### src/hw/rtl/msfp_pkg.sv
// Shared types and constants for the sync-word frame parser.
package msfp_pkg;

	localparam logic [7:0] SYNC_FIRST   = 8'h54;
	localparam logic [7:0] SYNC_SECOND  = 8'h42;
	localparam logic [2:0] HDR_LAST_IDX = 3'd7;

	localparam logic [2:0] HDR_IDX_TYPE  = 3'd0;
	localparam logic [2:0] HDR_IDX_FLAGS = 3'd1;
	localparam logic [2:0] HDR_IDX_LEN0  = 3'd2;
	localparam logic [2:0] HDR_IDX_LEN1  = 3'd3;
	localparam logic [2:0] HDR_IDX_SEQ0  = 3'd4;
	localparam logic [2:0] HDR_IDX_SEQ1  = 3'd5;
	localparam logic [2:0] HDR_IDX_SEQ2  = 3'd6;

	typedef enum logic [3:0] {
		PH_HUNT    = 4'b0001,
		PH_SYNC2   = 4'b0010,
		PH_HEADER  = 4'b0100,
		PH_PAYLOAD = 4'b1000
	} phase_t;

	typedef struct packed {
		logic        is_header;
		logic [7:0]  msg_type;
		logic [7:0]  frame_flags;
		logic [15:0] payload_length;
		logic [31:0] sequence_res;
		logic [7:0]  payload_byte;
		logic        last;
	} result_t;

	typedef struct packed {
		logic       valid;
		logic [7:0] data;
	} byte_stage_t;

endpackage

### src/hw/rtl/msfp_in_stage.sv
// Input register that holds one received byte until the parser takes it.
module msfp_in_stage
	import msfp_pkg::*;
(
	input  logic        clk,
	input  logic        arst_n,
	input  logic        in_valid,
	output logic        in_stall,
	input  logic [7:0]  data_byte,
	input  logic        advance,
	output byte_stage_t s1
);

	logic       valid_s1;
	logic [7:0] data_s1;

	// stall only while a held byte cannot move on
	assign in_stall = valid_s1 && !advance;

	// track occupancy
	always_ff @(posedge clk or negedge arst_n) begin
		if (!arst_n) begin
			valid_s1 <= 1'b0;
		end else if (!in_stall) begin
			valid_s1 <= in_valid;
		end
	end

	// capture the request payload
	always_ff @(posedge clk) begin
		if (!in_stall && in_valid) begin
			data_s1 <= data_byte;
		end
	end

	assign s1.valid = valid_s1;
	assign s1.data  = data_s1;

endmodule

### src/hw/rtl/msfp_core.sv
// Frame state, registered result; a byte per cycle unless stalled.
module msfp_core
	import msfp_pkg::*;
(
	input  logic        clk,
	input  logic        arst_n,
	input  byte_stage_t s1,
	output logic        advance,
	output logic        out_valid,
	input  logic        out_stall,
	output result_t     res
);

	phase_t      phase_q, phase_d;
	logic [2:0]  hdr_idx_q, hdr_idx_d;
	logic [7:0]  type_q, type_d;
	logic [7:0]  flags_q, flags_d;
	logic [15:0] len_q, len_d;
	logic [31:0] seq_q, seq_d;
	logic [15:0] left_q, left_d;
	logic        has_res;
	result_t     res_d;
	result_t     res_q;
	logic        out_valid_q;
	logic        out_free;

	assign out_free = !out_valid_q || !out_stall;

	// decode the held byte against the frame state
	always_comb begin
		phase_d   = phase_q;
		hdr_idx_d = hdr_idx_q;
		type_d    = type_q;
		flags_d   = flags_q;
		len_d     = len_q;
		seq_d     = seq_q;
		left_d    = left_q;
		has_res   = 1'b0;
		res_d     = '0;
		case (phase_q)
			PH_HUNT: begin
				if (s1.data == SYNC_FIRST) begin
					phase_d = PH_SYNC2;
				end
			end
			PH_SYNC2: begin
				if (s1.data == SYNC_SECOND) begin
					phase_d   = PH_HEADER;
					hdr_idx_d = '0;
				end else if (s1.data != SYNC_FIRST) begin
					phase_d = PH_HUNT;
				end
			end
			PH_HEADER: begin
				case (hdr_idx_q)
					HDR_IDX_TYPE:  type_d        = s1.data;
					HDR_IDX_FLAGS: flags_d       = s1.data;
					HDR_IDX_LEN0:  len_d[7:0]    = s1.data;
					HDR_IDX_LEN1:  len_d[15:8]   = s1.data;
					HDR_IDX_SEQ0:  seq_d[7:0]    = s1.data;
					HDR_IDX_SEQ1:  seq_d[15:8]   = s1.data;
					HDR_IDX_SEQ2:  seq_d[23:16]  = s1.data;
					default:       seq_d[31:24]  = s1.data;
				endcase
				if (hdr_idx_q != HDR_LAST_IDX) begin
					hdr_idx_d = hdr_idx_q + 3'd1;
				end else begin
					hdr_idx_d = '0;
					has_res   = 1'b1;
					res_d.is_header = 1'b1;
					if (len_d == 16'd0) begin
						res_d.last = 1'b1;
						phase_d    = PH_HUNT;
					end else begin
						left_d  = len_d;
						phase_d = PH_PAYLOAD;
					end
				end
			end
			default: begin
				has_res            = 1'b1;
				res_d.payload_byte = s1.data;
				if (left_q <= 16'd1) begin
					res_d.last = 1'b1;
					left_d     = '0;
					phase_d    = PH_HUNT;
				end else begin
					left_d = left_q - 16'd1;
				end
			end
		endcase
		res_d.msg_type       = type_d;
		res_d.frame_flags    = flags_d;
		res_d.payload_length = len_d;
		res_d.sequence_res   = seq_d;
	end

	// move the byte on unless its result would overrun a waiting one
	assign advance = s1.valid && (!has_res || out_free);

	// advance frame state
	always_ff @(posedge clk or negedge arst_n) begin
		if (!arst_n) begin
			phase_q   <= PH_HUNT;
			hdr_idx_q <= '0;
			type_q    <= '0;
			flags_q   <= '0;
			len_q     <= '0;
			seq_q     <= '0;
			left_q    <= '0;
		end else if (advance) begin
			phase_q   <= phase_d;
			hdr_idx_q <= hdr_idx_d;
			type_q    <= type_d;
			flags_q   <= flags_d;
			len_q     <= len_d;
			seq_q     <= seq_d;
			left_q    <= left_d;
		end
	end

	// hold the result until taken
	always_ff @(posedge clk or negedge arst_n) begin
		if (!arst_n) begin
			out_valid_q <= 1'b0;
		end else if (advance && has_res) begin
			out_valid_q <= 1'b1;
		end else if (!out_stall) begin
			out_valid_q <= 1'b0;
		end
	end

	always_ff @(posedge clk) begin
		if (advance && has_res) begin
			res_q <= res_d;
		end
	end

	assign out_valid = out_valid_q;
	assign res       = res_q;

endmodule

### src/hw/rtl/magic_sync_frame_parser_unit.sv
// A byte is held in the input register and its result is registered in the output register.
// Throughput: one byte per cycle unless a byte's result meets a stalled result in the output register.
// A result waiting in the output register does not block bytes that give none.
// Reset (arst_n low, asynchronous): hunt for the sync word, header fields
// cleared, input and output registers empty.
// Top level of the sync-word frame parser.
module magic_sync_frame_parser_unit
	import msfp_pkg::*;
(
	input  logic        clk,
	input  logic        arst_n,
	input  logic        in_valid,
	output logic        in_stall,
	input  logic [7:0]  data_byte,
	output logic        out_valid,
	input  logic        out_stall,
	output logic        is_header,
	output logic [7:0]  msg_type,
	output logic [7:0]  frame_flags,
	output logic [15:0] payload_length,
	output logic [31:0] sequence_res,
	output logic [7:0]  payload_byte,
	output logic        last
);

	byte_stage_t s1;
	logic        advance;
	result_t     res;

	msfp_in_stage u_in_stage (
		.clk       (clk),
		.arst_n    (arst_n),
		.in_valid  (in_valid),
		.in_stall  (in_stall),
		.data_byte (data_byte),
		.advance   (advance),
		.s1        (s1)
	);

	msfp_core u_core (
		.clk       (clk),
		.arst_n    (arst_n),
		.s1        (s1),
		.advance   (advance),
		.out_valid (out_valid),
		.out_stall (out_stall),
		.res       (res)
	);

	// unpack the result fields
	assign is_header      = res.is_header;
	assign msg_type       = res.msg_type;
	assign frame_flags    = res.frame_flags;
	assign payload_length = res.payload_length;
	assign sequence_res   = res.sequence_res;
	assign payload_byte   = res.payload_byte;
	assign last           = res.last;

endmodule
### config.mk
export PLATFORM = sky130hd
export DESIGN_NAME = magic_sync_frame_parser_unit
export DESIGN_NICKNAME = d
export VERILOG_FILES = /design/src/hw/rtl/msfp_pkg.sv /design/src/hw/rtl/msfp_in_stage.sv /design/src/hw/rtl/msfp_core.sv /design/src/hw/rtl/magic_sync_frame_parser_unit.sv
export SDC_FILE = /design/constraint.sdc
export NUM_CORES = 1
export LEC_CHECK = 0
export BUFFER_PORTS_ARGS = -buffer_cell sky130_fd_sc_hd__buf_2
export CAP_MARGIN = 20
export CORE_MARGIN = 4
export CORE_UTILIZATION = 60
export CTS_BUF_LIST = sky130_fd_sc_hd__clkbuf_2 sky130_fd_sc_hd__clkbuf_4 sky130_fd_sc_hd__clkbuf_8
export CTS_CLUSTER_SIZE = 14
export DETAILED_ROUTE_END_ITERATION = 8
export PLACE_DENSITY = 0.89
export SLEW_MARGIN = 25
export SYNTH_ARGS = -nofsm -noshare
export SYNTH_HDL_FRONTEND = slang
export SYNTH_SLANG_ARGS = --single-unit
export TNS_END_PERCENT = 50
### constraint.sdc
create_clock -name clk -period 5.72 [get_ports clk]
set_clock_uncertainty 0.05 [all_clocks]
set_input_delay 0.858 -clock clk [delete_from_list [all_inputs] [get_ports clk]]
set_output_delay 0.858 -clock clk [all_outputs]
set_load 0.1 [all_outputs]
==> impl_metrics.env <==
export IMPL_slowest_delay_ps=700
export IMPL_final_max_slew_viol_count=0
export IMPL_critical_path_class="reg -> out"
export IMPL_multi_input_area_um2=3270
export IMPL_busiest_layer="met2"
export IMPL_ir_worst_vdd_mv=0.134
export IMPL_synthCells=556
export IMPL_vias=5120
export IMPL_cts_sink_count=171
export IMPL_area_delta_synth_final_pct=11.4
export IMPL_cts_tree="yes"
export IMPL_layout_area_seq_um2=4690
export IMPL_worst_setup_path_end_kind="output pin"
export IMPL_worst_slew_pin_slew_ps=949
export IMPL_met1_usage_pct=30.0
export IMPL_die_w_um=125
export IMPL_setup_viol_count_final=0
export IMPL_cts_root_buffer="clkbuf_8"
export IMPL_synth_top_area_share_pct=30.1
export IMPL_reg2reg_slack_ps=2820
export IMPL_initial_core_util_pct=61.6
export IMPL_ctsHoldBuffers=0
export IMPL_portBuffers=87
export IMPL_synth_edff_count=82
export IMPL_ys_types=73
export IMPL_dieArea_um2=15600
export IMPL_total_power_w=0.00283
export IMPL_first_pass_iters=5
export IMPL_fin_ws_ps=2320
export IMPL_route_detailed_wl_per_inst_um=21.5
export IMPL_post_dp_hpwl_um=11900
export IMPL_grt_overflow_total=0
export IMPL_ant_nets=0
export IMPL_post_route_period_util_pct=59.5
export IMPL_cpMaxStageDelayCell="dfrtp_1"
export IMPL_avgSynthCellArea_um2=14.7
export IMPL_hold_class="in -> async"
export IMPL_n_antenna_cell=0
export IMPL_drtIter0Drc=496
export IMPL_cp_data_arrival_time_ps=2500
export IMPL_min_period_ps=3400
export IMPL_r2r_worst_path_cells=7
export IMPL_power_density_nw_per_um2=310
export IMPL_grtUsageTotal_pct=23.4
export IMPL_async_reset_ff_share_pct=52.0
export IMPL_start_kind="register"
export IMPL_grt_pass1_wl_um=28900
export IMPL_r2r_end="u_core.left_q[1]$_DFFE_PN0P_"
export IMPL_wl_um=17700
export IMPL_cts_buffers=17
export IMPL_via_per_inst=6.20
export IMPL_htree_levels=4
export IMPL_fin_hold_ws_ps=262
export IMPL_final_fill_count=846
export IMPL_ctsResizeCount=0
export IMPL_dp_cells=793
export IMPL_layout_drive_gt1_share_pct=43.8
export IMPL_grt_max_degree=75
export IMPL_core_um2=13300
export IMPL_worstPathMaxFanout=8
export IMPL_cts_buffer_depth=2
export IMPL_grt_use_met3_pct=5.32
export IMPL_post_cts_setup_buffer_count=0
export IMPL_slew_headroom_pct=36.2
export IMPL_synth_area_um2=8180
export IMPL_drc_errors=0
export IMPL_synthFlopType="dfrtp_1"
export IMPL_rr_startpoint="u_core.hdr_idx_q[0]$_DFFE_PN0P_"
export IMPL_cap_violations=0
export IMPL_hold_viol=0
export IMPL_io_pins=88
export IMPL_yosys_area_top_type="edfxtp_1"
export IMPL_grt_pass1_vias=5281
export IMPL_outcome="completed"
export IMPL_cpLargestDelayFamily="flip-flops"
export IMPL_synth_area_top_cells="edfxtp_1 30%, dfrtp_1 27%, mux2_2 11%, mux2_4 9.5%, mux2i_1 2.3%"
export IMPL_yosysWarnings=0
export IMPL_dieHeight_um=125
export IMPL_clk_latency_ps=470
export IMPL_rsz0062_at_grt="no"
export IMPL_max_freq_mhz=294
export IMPL_required_ps=4810
export IMPL_leakage_nw=4.09
export IMPL_worstPathCellList="ha_1 -> nor4_2 -> nor2_1 -> o2111a_1 -> buf_2"
export IMPL_fin_nets=657
export IMPL_synth_nets=576
export IMPL_fin_cells=826
export IMPL_antenna_found_initial=0
export IMPL_post_place_ws_ps=2670
export IMPL_synth_seq_cells=171
export IMPL_place_gp_congestion=0.965
export IMPL_clk_pin_slew_worst_paths_ps=90
export IMPL_seq_area_frac_synth_pct=57.3
export IMPL_grtUsageMet2_pct=38.4
export IMPL_rows=42
export IMPL_final_setup_tns_ps=0
export IMPL_crit_buf_inv=1
[state kept, by name, summed over array words and instances (netlist names)]
signal               flops
u_core.out_valid         1
u_core.hdr_idx_q         3
u_core.type_q            8
u_core.phase_q           4
u_core.left_q           16
u_core.seq_q            32
u_core.len_q            16
u_core.flags_q           8
u_in_stage.valid_s1      1
u_in_stage.data_s1       8
u_core.res              74
[metal layers]
layer | up-vias | wire, um
li1 | 2283 | -
met1 | 2550 | 7340
met2 | 236 | 8780
met3 | 51 | 1120
met4 | 0 | 503
met5 | - | 0
[worst max path at each step]
stage / endpoint / startpoint / cells after the start
2_1_floorplan: u_core.res[0]$_DFFE_PP_ / u_core.out_valid$_DFFE_PN0P_ / 3
3_3_place_gp: u_core.phase_q[3]$_DFFE_PN0P_ / u_core.hdr_idx_q[2]$_DFFE_PN0P_ / 5
3_5_place_dp: u_core.phase_q[2]$_DFFE_PN0P_ / u_core.hdr_idx_q[2]$_DFFE_PN0P_ / 5
4_1_cts: in_stall / u_core.hdr_idx_q[2]$_DFFE_PN0P_ / 5
5_1_grt: in_stall / u_core.hdr_idx_q[2]$_DFFE_PN0P_ / 5
6_report: in_stall / u_core.hdr_idx_q[2]$_DFFE_PN0P_ / 5
[final cells by class]
class / count / area share [%]
clock buffer: 20 / 2.88
tap: 176 / 2.42
sequential: 171 / 51.5
clock inverter: 12 / 1.26
timing repair buffer: 92 / 5.44
multi-input combinational: 340 / 35.9
inverter: 15 / 0.618
[stage by stage]
step | area (um^2) | utilization (%)
finish | 9110 | 68.5
global route | 9110 | 68.5
floorplan | 8180 | -
detailed placement | 8710 | 65.5
CTS | 9090 | 68.3
global placement | 8710 | 65.5
[cells by family after synthesis]
logic type | after synthesis | share of synthesized area, %
AND/OR/NAND/NOR | 106 | 8.59
multiplexers | 149 | 22.6
buffers and inverters | 45 | 2.94
adder cells (fa/ha/maj) | 8 | 1.22
XOR/XNOR | 2 | 0.214
flip-flops | 171 | 57.3
AO/OA/AOI/OAI | 75 | 7.12
[cells in the mapped netlist, drive strengths merged, types with 8 or more instances]
cell type	count
o21ai	12
clkbuf	11
nor3	9
edfxtp	82
nor2	25
a21oi	9
nor4	10
ha	8
nand3	13
buf	19
inv	15
dfrtp	88
nand2	16
mux2	130
and2	9
mux2i	19
[power breakdown]
part	internal (W)	total, W	leakage, nW	switching (W)
clock network	0.000370	0.000818	0.183	0.000448
registers	0.00137	0.00142	2.00	0.0000563
logic	0.000113	0.000583	1.90	0.000470
total	0.00185	0.00283	4.09	0.000974
[placed cells by master (no fill, tap or decap), types with 4 or more instances in the layout]
cell,synthesis,layout
clkbuf_8,0,18
mux2i_1,19,19
o21ai_0,8,8
buf_4,3,5
clkinvlp_4,0,4
nor3_1,8,8
a21oi_1,9,9
o22ai_1,6,6
a31oi_1,6,6
buf_2,6,86
nor4_1,6,6
inv_1,15,14
o221ai_1,6,6
a22o_1,4,4
nand3_1,9,9
mux2_2,78,78
mux2_4,52,52
edfxtp_1,82,82
dfrtp_1,88,88
a41oi_1,4,4
and2_1,9,9
nor2_1,21,21
ha_1,8,8
nand2_1,12,12
Note: power is estimated with default switching activity, not from simulation.
